`config.mk`:
```
export PLATFORM = sky130hd
export DESIGN_NAME = undirected_link_table
export DESIGN_NICKNAME = d
export VERILOG_FILES = /design/src/rtl/core/ult_pkg.sv /design/src/rtl/core/ult_ctrl.sv /design/src/rtl/core/ult_dp.sv /design/src/rtl/core/undirected_link_table.sv
export SDC_FILE = /design/constraint.sdc
export NUM_CORES = 1
export LEC_CHECK = 0
export BUFFER_PORTS_ARGS = -buffer_cell sky130_fd_sc_hd__buf_4
export CAP_MARGIN = 20
export CORE_ASPECT_RATIO = 1.25
export CORE_MARGIN = 2
export CORE_UTILIZATION = 60
export CTS_CLUSTER_SIZE = 24
export DETAILED_ROUTE_END_ITERATION = 12
export HOLD_SLACK_MARGIN = 0.08
export PLACE_DENSITY = 0.78
export SETUP_SLACK_MARGIN = 0.1
export SLEW_MARGIN = 20
export SYNTH_ARGS = -nofsm -noshare
export SYNTH_HDL_FRONTEND = slang
export SYNTH_SLANG_ARGS = --single-unit
```
`constraint.sdc`:
```
create_clock -name clk -period 5.7 [get_ports clk]
set_clock_uncertainty 0.2 [all_clocks]
set_input_delay 0.285 -clock clk [delete_from_list [all_inputs] [get_ports clk]]
set_output_delay 0.285 -clock clk [all_outputs]
set_load 0.05 [all_outputs]
```
`src/rtl/core/ult_pkg.sv`:
```
// ----------------------------------------------------------------------------
// ult_pkg: shared types and constants of the undirected link table
// Node count, field widths, result status codes and the control/status
// structs that pass between the controller and the datapath.
// ----------------------------------------------------------------------------
package ult_pkg;

  localparam int NODES  = 16;
  localparam int NODE_W = 4;                    // node fields are four bits
  localparam int LIM_W  = 5;                    // node_limit register width
  localparam int STAT_W = 2;

  localparam logic [STAT_W-1:0] ST_OK        = 2'd0;
  localparam logic [STAT_W-1:0] ST_BAD_INDEX = 2'd1;
  localparam logic [STAT_W-1:0] ST_NO_LINKS  = 2'd2;

  localparam logic ACT_JOIN    = 1'b0;
  localparam logic ACT_DISJOIN = 1'b1;

  typedef logic [NODES-1:0] row_t;

  // controller -> datapath
  typedef struct packed {
    logic              load_item;
    logic              do_join;
    logic              start_scan;
    logic              clear_link;
    logic              step;
    logic              emit;
    logic [STAT_W-1:0] emit_status;
    logic              emit_last;
  } ult_cmd_t;

  // datapath -> controller
  typedef struct packed {
    logic bad;
    logic is_join;
    logic row_empty;
    logic bit_hit;
    logic last_hit;
    logic out_free;
  } ult_stat_t;

endpackage

```
`src/rtl/core/ult_ctrl.sv`:
```
// ----------------------------------------------------------------------------
// ult_ctrl: sequencer of the undirected link table
// Takes one item at a time, decides join / reject / scan and steps the disjoin
// scan one node index per cycle (a hit waits for room), issuing result writes.
// ----------------------------------------------------------------------------
module ult_ctrl
  import ult_pkg::*;
(
  input  logic      clk,
  input  logic      rst_n,
  input  logic      in_valid,
  output logic      in_ready,
  input  ult_stat_t stat,
  output ult_cmd_t  cmd
);

  localparam logic [1:0] S_IDLE   = 2'd0;
  localparam logic [1:0] S_DECODE = 2'd1;
  localparam logic [1:0] S_SCAN   = 2'd2;

  logic [1:0] state_r, state_nxt;

  always_ff @(posedge clk) begin
    if (!rst_n) begin
      state_r <= S_IDLE;
    end else begin
      state_r <= state_nxt;
    end
  end

  always_comb begin
    state_nxt = state_r;
    cmd       = '0;
    in_ready  = 1'b0;
    unique case (state_r)
      S_IDLE: begin
        in_ready = 1'b1;
        if (in_valid) begin
          cmd.load_item = 1'b1;
          state_nxt     = S_DECODE;
        end
      end
      S_DECODE: begin
        if (stat.out_free) begin
          if (stat.bad) begin
            cmd.emit        = 1'b1;
            cmd.emit_status = ST_BAD_INDEX;
            cmd.emit_last   = 1'b1;
            state_nxt       = S_IDLE;
          end else if (stat.is_join) begin
            cmd.do_join     = 1'b1;
            cmd.emit        = 1'b1;
            cmd.emit_status = ST_OK;
            cmd.emit_last   = 1'b1;
            state_nxt       = S_IDLE;
          end else if (stat.row_empty) begin
            cmd.emit        = 1'b1;
            cmd.emit_status = ST_NO_LINKS;
            cmd.emit_last   = 1'b1;
            state_nxt       = S_IDLE;
          end else begin
            cmd.start_scan = 1'b1;
            state_nxt      = S_SCAN;
          end
        end
      end
      S_SCAN: begin
        if (!stat.bit_hit) begin
          cmd.step = 1'b1;
        end else if (stat.out_free) begin
          cmd.clear_link  = 1'b1;
          cmd.step        = 1'b1;
          cmd.emit        = 1'b1;
          cmd.emit_status = ST_OK;
          cmd.emit_last   = stat.last_hit;
          if (stat.last_hit) begin
            state_nxt = S_IDLE;
          end
        end
      end
      default: begin
        state_nxt = S_IDLE;
      end
    endcase
  end

endmodule

```
`src/rtl/core/ult_dp.sv`:
```
// ----------------------------------------------------------------------------
// ult_dp: datapath of the undirected link table
// Link matrix in flops, item and scan registers, node_limit register and
// the result register that decouples the output handshake.
// ----------------------------------------------------------------------------
module ult_dp
  import ult_pkg::*;
(
  input  logic              clk,
  input  logic              rst_n,
  input  ult_cmd_t          cmd,
  output ult_stat_t         stat,
  input  logic              in_action,
  input  logic [NODE_W-1:0] in_node_a,
  input  logic [NODE_W-1:0] in_node_b,
  input  logic              cfg_valid,
  output logic              cfg_ready,
  input  logic [LIM_W-1:0]  cfg_data,
  output logic              out_valid,
  input  logic              out_ready,
  output logic [STAT_W-1:0] out_status,
  output logic [NODE_W-1:0] out_neighbor,
  output logic              out_last
);

  row_t              link_r [NODES];
  row_t              link_nxt [NODES];
  logic              act_r;
  logic [NODE_W-1:0] a_r, b_r, idx_r;
  row_t              scan_r;
  logic [LIM_W-1:0]  node_limit_r;
  logic [LIM_W-1:0]  lim, lim_m1;
  row_t              lim_mask, row_a, rest;
  logic              out_valid_r, out_last_r;
  logic [STAT_W-1:0] out_status_r;
  logic [NODE_W-1:0] out_neighbor_r;

  assign cfg_ready = 1'b1;

  always_ff @(posedge clk) begin
    if (!rst_n) begin
      node_limit_r <= LIM_W'(NODES);
    end else if (cfg_valid) begin
      node_limit_r <= cfg_data;
    end
  end

  assign lim    = (node_limit_r > LIM_W'(NODES)) ? LIM_W'(NODES) : node_limit_r;
  assign lim_m1 = lim - LIM_W'(1);

  always_comb begin
    for (int i = 0; i < NODES; i++) begin
      lim_mask[i] = (LIM_W'(i) < lim);
    end
  end

  assign row_a = link_r[a_r] & lim_mask;
  // bits still pending below the current one
  assign rest  = scan_r & ~(row_t'(1) << idx_r);

  always_comb begin
    stat.bad       = ({1'b0, a_r} >= lim) || ((act_r == ACT_JOIN) && ({1'b0, b_r} >= lim));
    stat.is_join   = (act_r == ACT_JOIN);
    stat.row_empty = (row_a == '0);
    stat.bit_hit   = scan_r[idx_r];
    stat.last_hit  = (rest == '0);
    stat.out_free  = !out_valid_r || out_ready;
  end

  always_ff @(posedge clk) begin
    if (!rst_n) begin
      act_r <= ACT_JOIN;
      a_r   <= '0;
      b_r   <= '0;
    end else if (cmd.load_item) begin
      act_r <= in_action;
      a_r   <= in_node_a;
      b_r   <= in_node_b;
    end
  end

  always_ff @(posedge clk) begin
    if (cmd.start_scan) begin
      scan_r <= row_a;
      idx_r  <= lim_m1[NODE_W-1:0];
    end else begin
      if (cmd.clear_link) begin
        scan_r <= rest;
      end
      if (cmd.step) begin
        idx_r <= idx_r - NODE_W'(1);
      end
    end
  end

  // both directions of a link change together
  always_comb begin
    for (int i = 0; i < NODES; i++) begin
      link_nxt[i] = link_r[i];
      if (cmd.do_join) begin
        if (NODE_W'(i) == a_r) link_nxt[i] = link_nxt[i] | (row_t'(1) << b_r);
        if (NODE_W'(i) == b_r) link_nxt[i] = link_nxt[i] | (row_t'(1) << a_r);
      end
      if (cmd.clear_link) begin
        if (NODE_W'(i) == a_r)   link_nxt[i] = link_nxt[i] & ~(row_t'(1) << idx_r);
        if (NODE_W'(i) == idx_r) link_nxt[i] = link_nxt[i] & ~(row_t'(1) << a_r);
      end
    end
  end

  always_ff @(posedge clk) begin
    for (int i = 0; i < NODES; i++) begin
      if (!rst_n) begin
        link_r[i] <= '0;
      end else begin
        link_r[i] <= link_nxt[i];
      end
    end
  end

  always_ff @(posedge clk) begin
    if (!rst_n) begin
      out_valid_r <= 1'b0;
    end else if (cmd.emit) begin
      out_valid_r <= 1'b1;
    end else if (out_ready) begin
      out_valid_r <= 1'b0;
    end
  end

  always_ff @(posedge clk) begin
    if (cmd.emit) begin
      out_status_r   <= cmd.emit_status;
      out_neighbor_r <= cmd.clear_link ? idx_r : '0;
      out_last_r     <= cmd.emit_last;
    end
  end

  assign out_valid    = out_valid_r;
  assign out_status   = out_status_r;
  assign out_neighbor = out_neighbor_r;
  assign out_last     = out_last_r;

`ifndef ASSERT_OFF
  a_emit_room: assert property (@(posedge clk) disable iff (!rst_n)
    cmd.emit |-> (!out_valid_r || out_ready))
    else $error("result written over a pending item");

  a_clear_hit: assert property (@(posedge clk) disable iff (!rst_n)
    cmd.clear_link |-> scan_r[idx_r])
    else $error("link cleared at a scan index without a link");

  a_symmetric: assert property (@(posedge clk) disable iff (!rst_n)
    link_r[a_r][b_r] == link_r[b_r][a_r])
    else $error("link matrix lost symmetry");

  a_scan_drains: assert property (@(posedge clk) disable iff (!rst_n)
    (cmd.clear_link && cmd.emit_last) |=> (scan_r == '0))
    else $error("scan ended with links left in the row");
`endif

endmodule

```
`src/rtl/core/undirected_link_table.sv`:
```
// ----------------------------------------------------------------------------
// undirected_link_table: symmetric link matrix with join and disjoin items
// Join sets both directions of a link; disjoin removes every link of a node
// and reports each neighbor, highest index first.
// ----------------------------------------------------------------------------
// Join, bad_index and no_links: the item is registered, decided in S_DECODE once
// the result register is free, and the result is registered; a new item is taken
// only after that. Disjoin: the item is registered and decoded, then S_SCAN
// checks one node index per cycle from the highest usable index down while no
// hit waits on the output, clearing and reporting each link until the last one.
// Output stalls hold the scan. Synchronous reset clears all links and sets
// node_limit to 16.
// ----------------------------------------------------------------------------
module undirected_link_table
  import ult_pkg::*;
(
  input  logic              clk,
  input  logic              rst_n,
  input  logic              in_valid,
  output logic              in_ready,
  input  logic              in_action,
  input  logic [NODE_W-1:0] in_node_a,
  input  logic [NODE_W-1:0] in_node_b,
  input  logic              cfg_valid,
  output logic              cfg_ready,
  input  logic [LIM_W-1:0]  cfg_data,
  output logic              out_valid,
  input  logic              out_ready,
  output logic [STAT_W-1:0] out_status,
  output logic [NODE_W-1:0] out_neighbor,
  output logic              out_last
);

  ult_cmd_t  cmd;
  ult_stat_t stat;

  ult_ctrl u_ctrl (
    .clk      (clk),
    .rst_n    (rst_n),
    .in_valid (in_valid),
    .in_ready (in_ready),
    .stat     (stat),
    .cmd      (cmd)
  );

  ult_dp u_dp (
    .clk          (clk),
    .rst_n        (rst_n),
    .cmd          (cmd),
    .stat         (stat),
    .in_action    (in_action),
    .in_node_a    (in_node_a),
    .in_node_b    (in_node_b),
    .cfg_valid    (cfg_valid),
    .cfg_ready    (cfg_ready),
    .cfg_data     (cfg_data),
    .out_valid    (out_valid),
    .out_ready    (out_ready),
    .out_status   (out_status),
    .out_neighbor (out_neighbor),
    .out_last     (out_last)
  );

endmodule
```
After elaboration in Yosys (flattened, before gate mapping) --
Memory sizes are Yosys's and may differ from the RTL's. A register that Yosys moved wholly into a read port is not among the register bits. Cells that the tools add are included.
Storage, ports and cells: register bits 44, RAM bits 256, bits of input ports 19, output and inout port bits 10, logic and storage cells 373, memories kept 1
Memories:
- u_dp.link_r | depth 16, width 16, rd ports 17, clocked after Yosys merged registers in 1, write ports 16, RTL line ult_dp.sv:26 | row_t link_r [NODES];
Operators by class: add/sub/neg operators 2, order comparisons 20, equal/unequal tests 52, shifts and indexed selects 3, multiplexer cells 185, bitwise operators 85, reduce and logical (&&, ||, !) cells 14
Operator list (count):
- $mux W16 | 146
- $and A16 B16 Y16 | 34
- $or A16 B16 Y16 | 32
- $eq A4 B4 Y1 const A | 24
- $eq A3 B4 Y1 const A | 12
- $shl A1 B4 Y16 const A | 3
- $lt A4 B5 Y1 const A | 8
- $mux W4 | 9
- $logic_not A16 Y1 | 2
- $not A16 Y16 | 2
- $eq A2 B4 Y1 const A | 6
- $mux W2 | 12
- $lt A3 B5 Y1 const A | 4
- $or A1 B1 Y1 | 16
- $mux W1 | 13
- $eq A1 B4 Y1 const A | 3
- $logic_not A4 Y1 | 3
- $ge A4 B5 Y1 | 2
- $lt A1 B5 Y1 const A | 2
- $lt A2 B5 Y1 const A | 2
- $pmux W4 S2 | 1
- $sub A4 B1 Y4 const B | 2
- $mux W6 | 1
- $ne A2 B2 Y1 const B | 3
- other kinds (15) | 19

Logic depth before layout (Yosys ltp) --
Gate-level depths: netlist of the first run.
depth after elaboration 21, depth in mapped cells 16, mapped depth without buffers 12

By module --
A second synthesis of the first run with hierarchy kept.
Unflattened totals: cell total of the unflattened synthesis 1856, area, all modules 15706.3 um^2
By module, submodules not included:
- ult_dp | times used 1, cells an instance 1818, area an instance 15391.0 um^2, seq. area each 6316.1 um^2
- ult_ctrl | times used 1, cells an instance 38, area an instance 315.3 um^2, seq. area each 40.0 um^2

Least setup slack after synthesis of the first run --
Ideal clock, no wire load.
path type flip-flop to flip-flop, from reg u_dp.node_limit_r[4], to reg u_dp.scan_r[0] (enable), setup time 373 ps, data arrival time 3129 ps, required time 5127 ps, slack 1998 ps, cell stages (with the launch flop) 16, buffers on the path 3, period minus slack after synthesis 3702 ps, cell sequence dfxtp_1 -> clkbuf_1 -> inv_1 -> clkbuf_1 -> nand2_1 -> inv_1 -> ha_1 -> nand2b_1 -> a21o_1 -> a21o_1 -> a21oi_1 -> o21ai_0 -> nor2_1 -> a21boi_4 -> buf_6 -> or2_1
On the way: word-level cells in the longest chain between the ends 11, elaborated cells between the ends (all ways) 30, those cells by class order compare (19); mux (6); bitwise (1); reduce/logical (4)
Ends and longest elaborated chain:
- start, declared | RTL line ult_dp.sv:31 | logic [LIM_W-1:0] node_limit_r;
- start signal, assigned | RTL line ult_dp.sv:42 | node_limit_r <= LIM_W'(NODES);
- start signal, assigned | RTL line ult_dp.sv:44 | node_limit_r <= cfg_data;
- $gt A5 B5 Y1 | RTL line ult_dp.sv:48 | assign lim = (node_limit_r > LIM_W'(NODES)) ? LIM_W'(NODES) : node_limit_r;
- $mux W5 (*) | RTL line ult_dp.sv:48
- $lt A1 B5 Y1, or another cell as far along | RTL line ult_dp.sv:53 | lim_mask[i] = (LIM_W'(i) < lim);
- $and A16 B16 Y16 | RTL line ult_dp.sv:57 | assign row_a = link_r[a_r] & lim_mask;
- $logic_not A16 Y1 | RTL line ult_dp.sv:64 | stat.row_empty = (row_a == '0);
- $mux W1 | RTL line ult_ctrl.sv:56 | end else if (stat.row_empty) begin
- $mux W1 | RTL line ult_ctrl.sv:50 | end else if (stat.is_join) begin
- $mux W2 (*) | RTL line ult_ctrl.sv:45 | if (stat.bad) begin
- $mux W2 (*) | RTL line ult_ctrl.sv:44 | if (stat.out_free) begin
- $mux W2 (*) | RTL line ult_ctrl.sv:35 | unique case (state_r)
- $reduce_bool A2 Y1 (no source line) (*)
- end signal, assigned | RTL line ult_dp.sv:84 | scan_r <= row_a;
- end signal, assigned | RTL line ult_dp.sv:88 | scan_r <= rest;
- end, declared | RTL line ult_dp.sv:30 | row_t scan_r;
Every way passes the cells marked *; elsewhere a longest branch is shown, timed or not. A chain may end at the register's enable or synchronous reset.

==> out/qor.csv, run 1 <==
stage;metric;value;unit
clock_network;root buffer cell;clkbuf_16;
timing;max-slew violation total from the final report;0;
timing;sum of negative setup slack;0;ns
floorplanning;area of the core;0.0258;mm2
clock_network;number of buffers on the longest clock path;3;
worst_hold_path;endpoint with the worst hold slack;u_dp.link_r[11][11];
routing;first-pass iteration count of the detailed router;6;
yosys;area share of the leading cell type in the synthesized netlist;35.4;%
run_status;run status;completed;
routing;post-detailed-route wirelength per cell;25.5;um
routing;Vias per Instance;7.12;
floorplanning;IO Count;29;
grt;vias in the first global route;14600;
clock_network;buffers inserted during post-CTS setup optimization;0;
yosys;top cells by area, synth;dfxtp_1 35%, a21oi_1 8.9%, nor3_1 7.8%, mux2i_1 5.6%, edfxtp_1 5.2%;
finish;growth of design area from synthesis to finish;8.61;%
timing;ratio of final minimum period to clock period;74.9;%
routing;remaining number of nets flagged by the antenna check after routing;0;
floorplanning;effective utilization at floorplan;60.7;%
grt;GRT Resource Usage Total;39.9;%
yosys;Warnings, synthesis;0;
timing;transition time at the pin with the least slew margin;1.24;ns
timing;final hold violation count;0;
yosys;Syn Std Cell Area;0.0157;mm2
yosys;number of synthesized register bits;304;
clock_network;number of sinks driven by the clock tree;304;
worst_hold_path;startpoint of the lowest-slack hold path;rst_n;
critical_path;start-to-end type of the worst setup path;register to register;
finish;final-stage net count;1882;
yosys;Yosys cell types;68;
timing;f_max;0.234;GHz
timing;minimum hold slack;0.173;ns
yosys;fraction of synthesis flops using an asynchronous set or reset pin;0;%
timing;final critical-path required period;4.27;ns
critical_path;critical path endpoint category;register;
yosys;sequential area share after synthesis;40.5;%
finish;layout cell share with drive strength beyond 1;8.05;%
clock_network;clock tree from TritonCTS;yes;
grt;number of antenna violations at the first check in global routing;0;
clock_network;H-tree Lvls;1;
worst_hold_path;type of the most critical hold path;input port to register;
routing;DRC marker count from the first detailed-route iteration;2165;
floorplanning;number of cell rows;66;
clock_network;cts bufs inserted;31;
yosys;most instantiated flip-flop cell in the synthesis netlist;dfxtp_1;
timing;Setup Viol. Count Final;0;
clock_network;post-CTS resize count;0;
power;LEAKAGE;0.00526;uW
floorplanning;overall die height;185;um
power;worst IR drop on VDD;0.248;mV
critical_path;Max Fanout on Critical Path;50;
critical_path;CP required;5.71;ns
placed_design;IO buf count;27;
clock_network;worst skew pair latency;0.57;ns
grt;largest net degree at the start of global routing;143;
finish;total inserted antenna cells;0;
critical_path;flop2flop setup slack;1.43;ns
grt;grt ovf;0;
critical_path;sort of element at the start of the critical path;register;
placed_design;placer's final routability congestion estimate;0.996;
flow_run;number of max-cap violations;0;
clock_network;Reg clk slew, reported paths;0.06;ns
power;Power Dens Cells;277;mW/mm2
yosys;post-synth net total;1947;
yosys;EDFF count, synth;27;
clock_network;Post-CTS Hold Buffers;27;
timing;RSZ-0062 raised after global routing;no;
placed_design;Detailed Place HPWL;35500;um
yosys;count of mapped cells out of synthesis;1911;
critical_path;FF-to-FF End;u_dp.scan_r[1];
critical_path;worst-case reg-to-reg path depth;9;
routing;wire length reported by the detailed router;56100;um
floorplanning;full die area;0.0275;mm2
worst_hold_path;Worst Hold Path Cells;3;
yosys;post-synthesis cell type with the largest combined area;dfxtp_1;
critical_path;arrival time reported for the critical path endpoint;4.28;ns
floorplanning;width of the die;149;um
timing;relative slew slack;16.9;%
yosys;Synth Area per Inst;8.21;um2
routing;drt drc;0;
grt;wire length of the first global-routing pass;84900;um
routing;total number of vias;15700;
-- per-stage QoR --
stage	setup slack (ns)	area [um2]	std cells	util, %	total power [uW]
6_report	1.43	17000	2204	65.9	4720
5_1_grt	1.24	17000	2204	65.9	4840
4_1_cts	1.39	17000	2203	65.8	4690
3_5_place_dp	1.43	15800	2125	61.0	2710
3_3_place_gp	1.51	15800	2125	61.0	2710
2_1_floorplan	2.00	15700	1911	-	2590
-- how the worst max path moves through the flow --
stage,from,endpoint,slack [ns],cells after the start
finish,register,u_dp.scan_r[1],1.43,9
global route,register,u_dp.scan_r[1],1.24,9
CTS,register,u_dp.scan_r[13],1.39,8
detailed placement,register,u_dp.scan_r[1],1.43,8
global placement,register,u_dp.scan_r[5],1.51,9
floorplan,u_dp.node_limit_r[4],u_dp.scan_r[0],2.00,15
-- layout make-up --
type,instances,area (um2)
Clock inverter,8,91.3
Clock buffer,43,881
Tap cell,340,425
Sequential cell,304,6360
Inverter,12,45.0
Fill cell,2087,8820
Timing Repair Buffer,82,724
Multi-Input combinational cell,1415,8500
-- worst max-delay path, stage by stage (launching register included) --
cell,delay (ns)
dfxtp_4,0.97
buf_12,0.38
mux4_2,0.55
nor2_1,0.09
nor4_1,0.06
a31oi_1,0.33
nand2_1,0.11
nor3_1,0.51
a21boi_4,0.11
or2_1,0.52
-- synthesized netlist by cell type (12+ instances only) --
cell,n
a21oi_1,278
dfxtp_1,277
nor3_1,245
nor2_1,174
clkbuf_1,143
o21ai_0,128
o22ai_1,125
mux2i_1,88
nand2_1,81
nand3_1,51
mux4_2,31
o21ai_1,28
edfxtp_1,27
nor2b_1,24
a22oi_1,19
buf_2,18
ha_1,17
a21boi_0,12
inv_1,12
-- cell usage in the layout, fill, tap and decap left out, drive strengths merged, types with 3 or more instances in the layout --
cell type      n
a211oi         9
and3b          3
edfxtp        27
nand2b         5
nand4          5
a21boi        14
nand2         81
clkinv         5
or2            3
buf           55
nor3         246
a311oi         3
a21o           7
nor2         174
a22o           3
inv           13
o21ai        156
and3           5
o22ai        125
a21oi        278
dlygate4sd3   27
clkbuf        43
a22oi         19
ha            17
a221oi         6
nand3         51
o211ai        10
nand3b         4
mux2           6
mux2i         88
and2           7
mux4          31
nor2b         24
or3b           3
a31oi          6
dfxtp        277
-- cell families (layout without fill, tap and decap cells) --
kind of cell | Yosys count | after routing | synth area share (%)
fa+ha+maj | 17 | 17 | 1.36
flops | 304 | 304 | 40.5
mux | 125 | 125 | 10.5
compound gates | 651 | 651 | 23.5
buf+inv | 192 | 145 | 5.36
other cells | 1 | 1 | 0.0239
xor+xnor | 3 | 3 | 0.168
simple gates | 618 | 618 | 18.5
-- state kept, by name, summed over array words and instances, names as in the netlist, named ones only --
signal / count
u_ctrl.state_r: 2
u_dp.b_r: 4
u_dp.a_r: 4
u_dp.idx_r: 4
u_dp.out_valid: 1
u_dp.node_limit_r: 5
u_dp.out_neighbor: 4
u_dp.out_status: 2
u_dp.scan_r: 16
u_dp.link_r: 256
u_dp.out_last: 1
u_dp.act_r: 1
-- metal layers --
layer | vias up | wire length [um] | global-route usage, %
met3 | 244 | 6510 | 8.24
met2 | 1146 | 25500 | 64.0
met1 | 7361 | 19900 | 49.0
met4 | 0 | 4200 | 25.6
li1 | 6951 | - | -
met5 | - | 0 | 0
-- report_power, final --
part	total, uW	leakage [uW]	switching, uW	internal [uW]
clock	2010	0.000485	862	1150
combinational	486	0.00231	332	154
sequential	2220	0.00247	49.2	2170
total	4720	0.00526	1240	3480
Power figures use the tool's default switching activity.
==> inputs of run 2 (changes only) <==
--- a/config.mk
+++ b/config.mk
@@ -9,11 +9,11 @@
 export CAP_MARGIN = 20
 export CORE_ASPECT_RATIO = 1.25
 export CORE_MARGIN = 2
-export CORE_UTILIZATION = 60
+export CORE_UTILIZATION = 57
 export CTS_CLUSTER_SIZE = 24
 export DETAILED_ROUTE_END_ITERATION = 12
 export HOLD_SLACK_MARGIN = 0.08
-export PLACE_DENSITY = 0.78
+export PLACE_DENSITY = 0.77
 export SETUP_SLACK_MARGIN = 0.1
 export SLEW_MARGIN = 20
 export SYNTH_ARGS = -nofsm -noshare
==> constraint.sdc (replaced) <==
create_clock -name clk -period 3.5 [get_ports clk]
set_clock_uncertainty 0.2 [all_clocks]
set_input_delay 0.175 -clock clk [delete_from_list [all_inputs] [get_ports clk]]
set_output_delay 0.175 -clock clk [all_outputs]
set_load 0.05 [all_outputs]
==> run 2 against run 1 <==
Against the previous run: combinational power rose by 99%; sequential power up 61%; fmax increased by 28%; critical path depth grew 1; utilization increased by 1.6 points; routed wire length up 2.7%; cell area increased by 6.6%; non-clock buffer count rose by 88; cell count rose by 4.4%; clock power is 74% higher; sequential share of layout area is 2.3 points lower; via count rose by 5.7%; critical path type unchanged.
==> out/qor.csv, run 2 (same netlist as run 1, synthesis figures left out) <==
stage;metric;value;unit
timing;RSZ-0062 raised after global routing;yes;
routing;post-detailed-route wirelength per cell;25.0;um
routing;remaining number of nets flagged by the antenna check after routing;0;
floorplanning;area of the core;0.0269;mm2
floorplanning;width of the die;152;um
clock_network;clock tree from TritonCTS;yes;
finish;total inserted antenna cells;0;
grt;vias in the first global route;15400;
floorplanning;IO Count;29;
placed_design;IO buf count;27;
routing;total number of vias;16600;
critical_path;critical path endpoint category;register;
timing;final critical-path required period;3.33;ns
run_status;run status;completed;
finish;Non-Filler Cell Area, Final;0.0182;mm2
routing;first-pass iteration count of the detailed router;7;
routing;wire length reported by the detailed router;57600;um
finish;growth of design area from synthesis to finish;15.8;%
clock_network;worst skew pair latency;0.58;ns
grt;wire length of the first global-routing pass;87800;um
power;worst IR drop on VDD;0.319;mV
routing;DRC marker count from the first detailed-route iteration;2377;
finish;number of filler cells placed in the layout;2080;
critical_path;Max Fanout on Critical Path;30;
power;Power Dens Cells;443;mW/mm2
grt;GR Util met1;47.1;%
clock_network;root buffer cell;clkbuf_16;
critical_path;CP required;3.72;ns
clock_network;Reg clk slew, reported paths;0.07;ns
grt;number of antenna violations at the first check in global routing;0;
timing;transition time at the pin with the least slew margin;1.03;ns
floorplanning;number of cell rows;67;
finish;final-stage net count;1969;
placed_design;placer's final routability congestion estimate;0.992;
worst_hold_path;type of the most critical hold path;input port to register;
placed_design;Placement Cell Area;0.0166;mm2
critical_path;sort of element at the start of the critical path;register;
finish;layout cell share with drive strength beyond 1;12.0;%
routing;drt drc;0;
finish;highest-count cells in the layout ignoring fill and taps;278 x a21oi_1, 275 x dfxtp_1, 245 x nor3_1;
grt;largest net degree at the start of global routing;74;
timing;Setup Viol. Count Final;0;
finish;register with the most flip-flops;u_dp.link_r;
clock_network;number of sinks driven by the clock tree;304;
clock_network;H-tree Lvls;1;
routing;Vias per Instance;7.21;
critical_path;start-to-end type of the worst setup path;register to register;
timing;max-slew violation total from the final report;0;
critical_path;flop2flop setup slack;0.17;ns
floorplanning;overall die height;189;um
floorplanning;effective utilization at floorplan;58.3;%
grt;GRT Resource Usage Total;38.4;%
floorplanning;full die area;0.0289;mm2
placed_design;Detailed Place HPWL;37400;um
timing;ratio of final minimum period to clock period;95.1;%
grt;met3 capacity usage during global routing;7.32;%
clock_network;number of buffers on the longest clock path;3;
grt;grt ovf;0;
grt;met2 layer usage reported by global route;60.6;%
flow_run;number of max-cap violations;0;
finish;flip-flop count of the largest register, all copies and words added;256;
power;LEAKAGE;0.00588;uW
clock_network;cts bufs inserted;30;
timing;relative slew slack;31.5;%
grt;global routing's busiest layer;met2;
timing;f_max;0.300;GHz
finish;leading registers by flop count;u_dp.link_r: 256 flops, u_dp.scan_r: 16 flops, u_dp.node_limit_r: 5 flops;
finish;most frequent standard cell in the layout excluding fill and tap cells;a21oi_1;
timing;final hold violation count;0;
timing;sum of negative setup slack;0;ns
critical_path;arrival time reported for the critical path endpoint;3.55;ns
==> run 2: cell count changes in the layout (fill, tap and decap cells not counted), sizes merged <==
cell	change
clkinv	+1
bufinv	+1
inv	+2
buf	+76
dlygate4sd3	+9
clkbuf	+2
==> run 2: what timing repair did <==
item / CTS / global route
gates resized for setup: 0 / 2
setup buffers: 0 / 7
hold buffers: 36 / 0
hold endpoints to repair: 137 / 0
endpoints found under the setup margin: 0 / 135
==> run 2: worst paths after layout <==
kind | start | end | cells after the start
max | register | u_dp.scan_r[8] | 10
min | cfg_valid | u_dp.node_limit_r[4] | 3
max reg2reg | register | u_dp.scan_r[8] | 10
min reg2reg | u_dp.link_r[15][15] | u_dp.link_r[15][15] | 2
==> run 2: worst max-delay path: stages, from the launching register on <==
cell      delay [ns]
dfxtp_4         0.46
buf_12          0.26
mux2i_1         0.12
a221oi_1        0.32
nand3_1         0.12
a21oi_1         0.35
and4bb_1        0.30
and4_4          0.22
a21boi_4        0.27
buf_4           0.27
mux2i_1         0.23
==> run 2: where the power goes <==
part           switching [uW]  leakage (uW)  internal (uW)
combinational             625       0.00287            344
sequential               41.0       0.00247           3540
clock                    1440      0.000533           2050
total                    2100       0.00588           5930
==> run 2: metrics by stage <==
stage          hold WS (ns)  utilization [%]  power, uW  cells  worst slack, ns
6_report              0.251             67.5       8030   2300            0.171
3_3_place_gp          0.199             61.7       4490   2201            0.313
2_1_floorplan         0.105                -       4220   1911            0.119
4_1_cts               0.232             67.0       7970   2291            0.204
5_1_grt               0.294             67.5       8210   2300           0.0902
3_5_place_dp          0.206             61.7       4510   2201            0.215
==> run 2: final cells by class <==
type	count	area, um2	share of cell area (%)
clock inverters	12	146	0.807
repair buffers	170	1750	9.64
inverters	12	45.0	0.248
well taps	345	432	2.38
flip-flops and latches	304	6360	35.0
clock buffers	42	920	5.07
multi-input cells	1415	8500	46.8
==> run 2: routing by layer <==
layer	vias to the layer above	wire (um)
li1	7146	-
met1	7773	20000
met2	1329	25500
met3	346	7100
met4	0	4990
met5	-	0
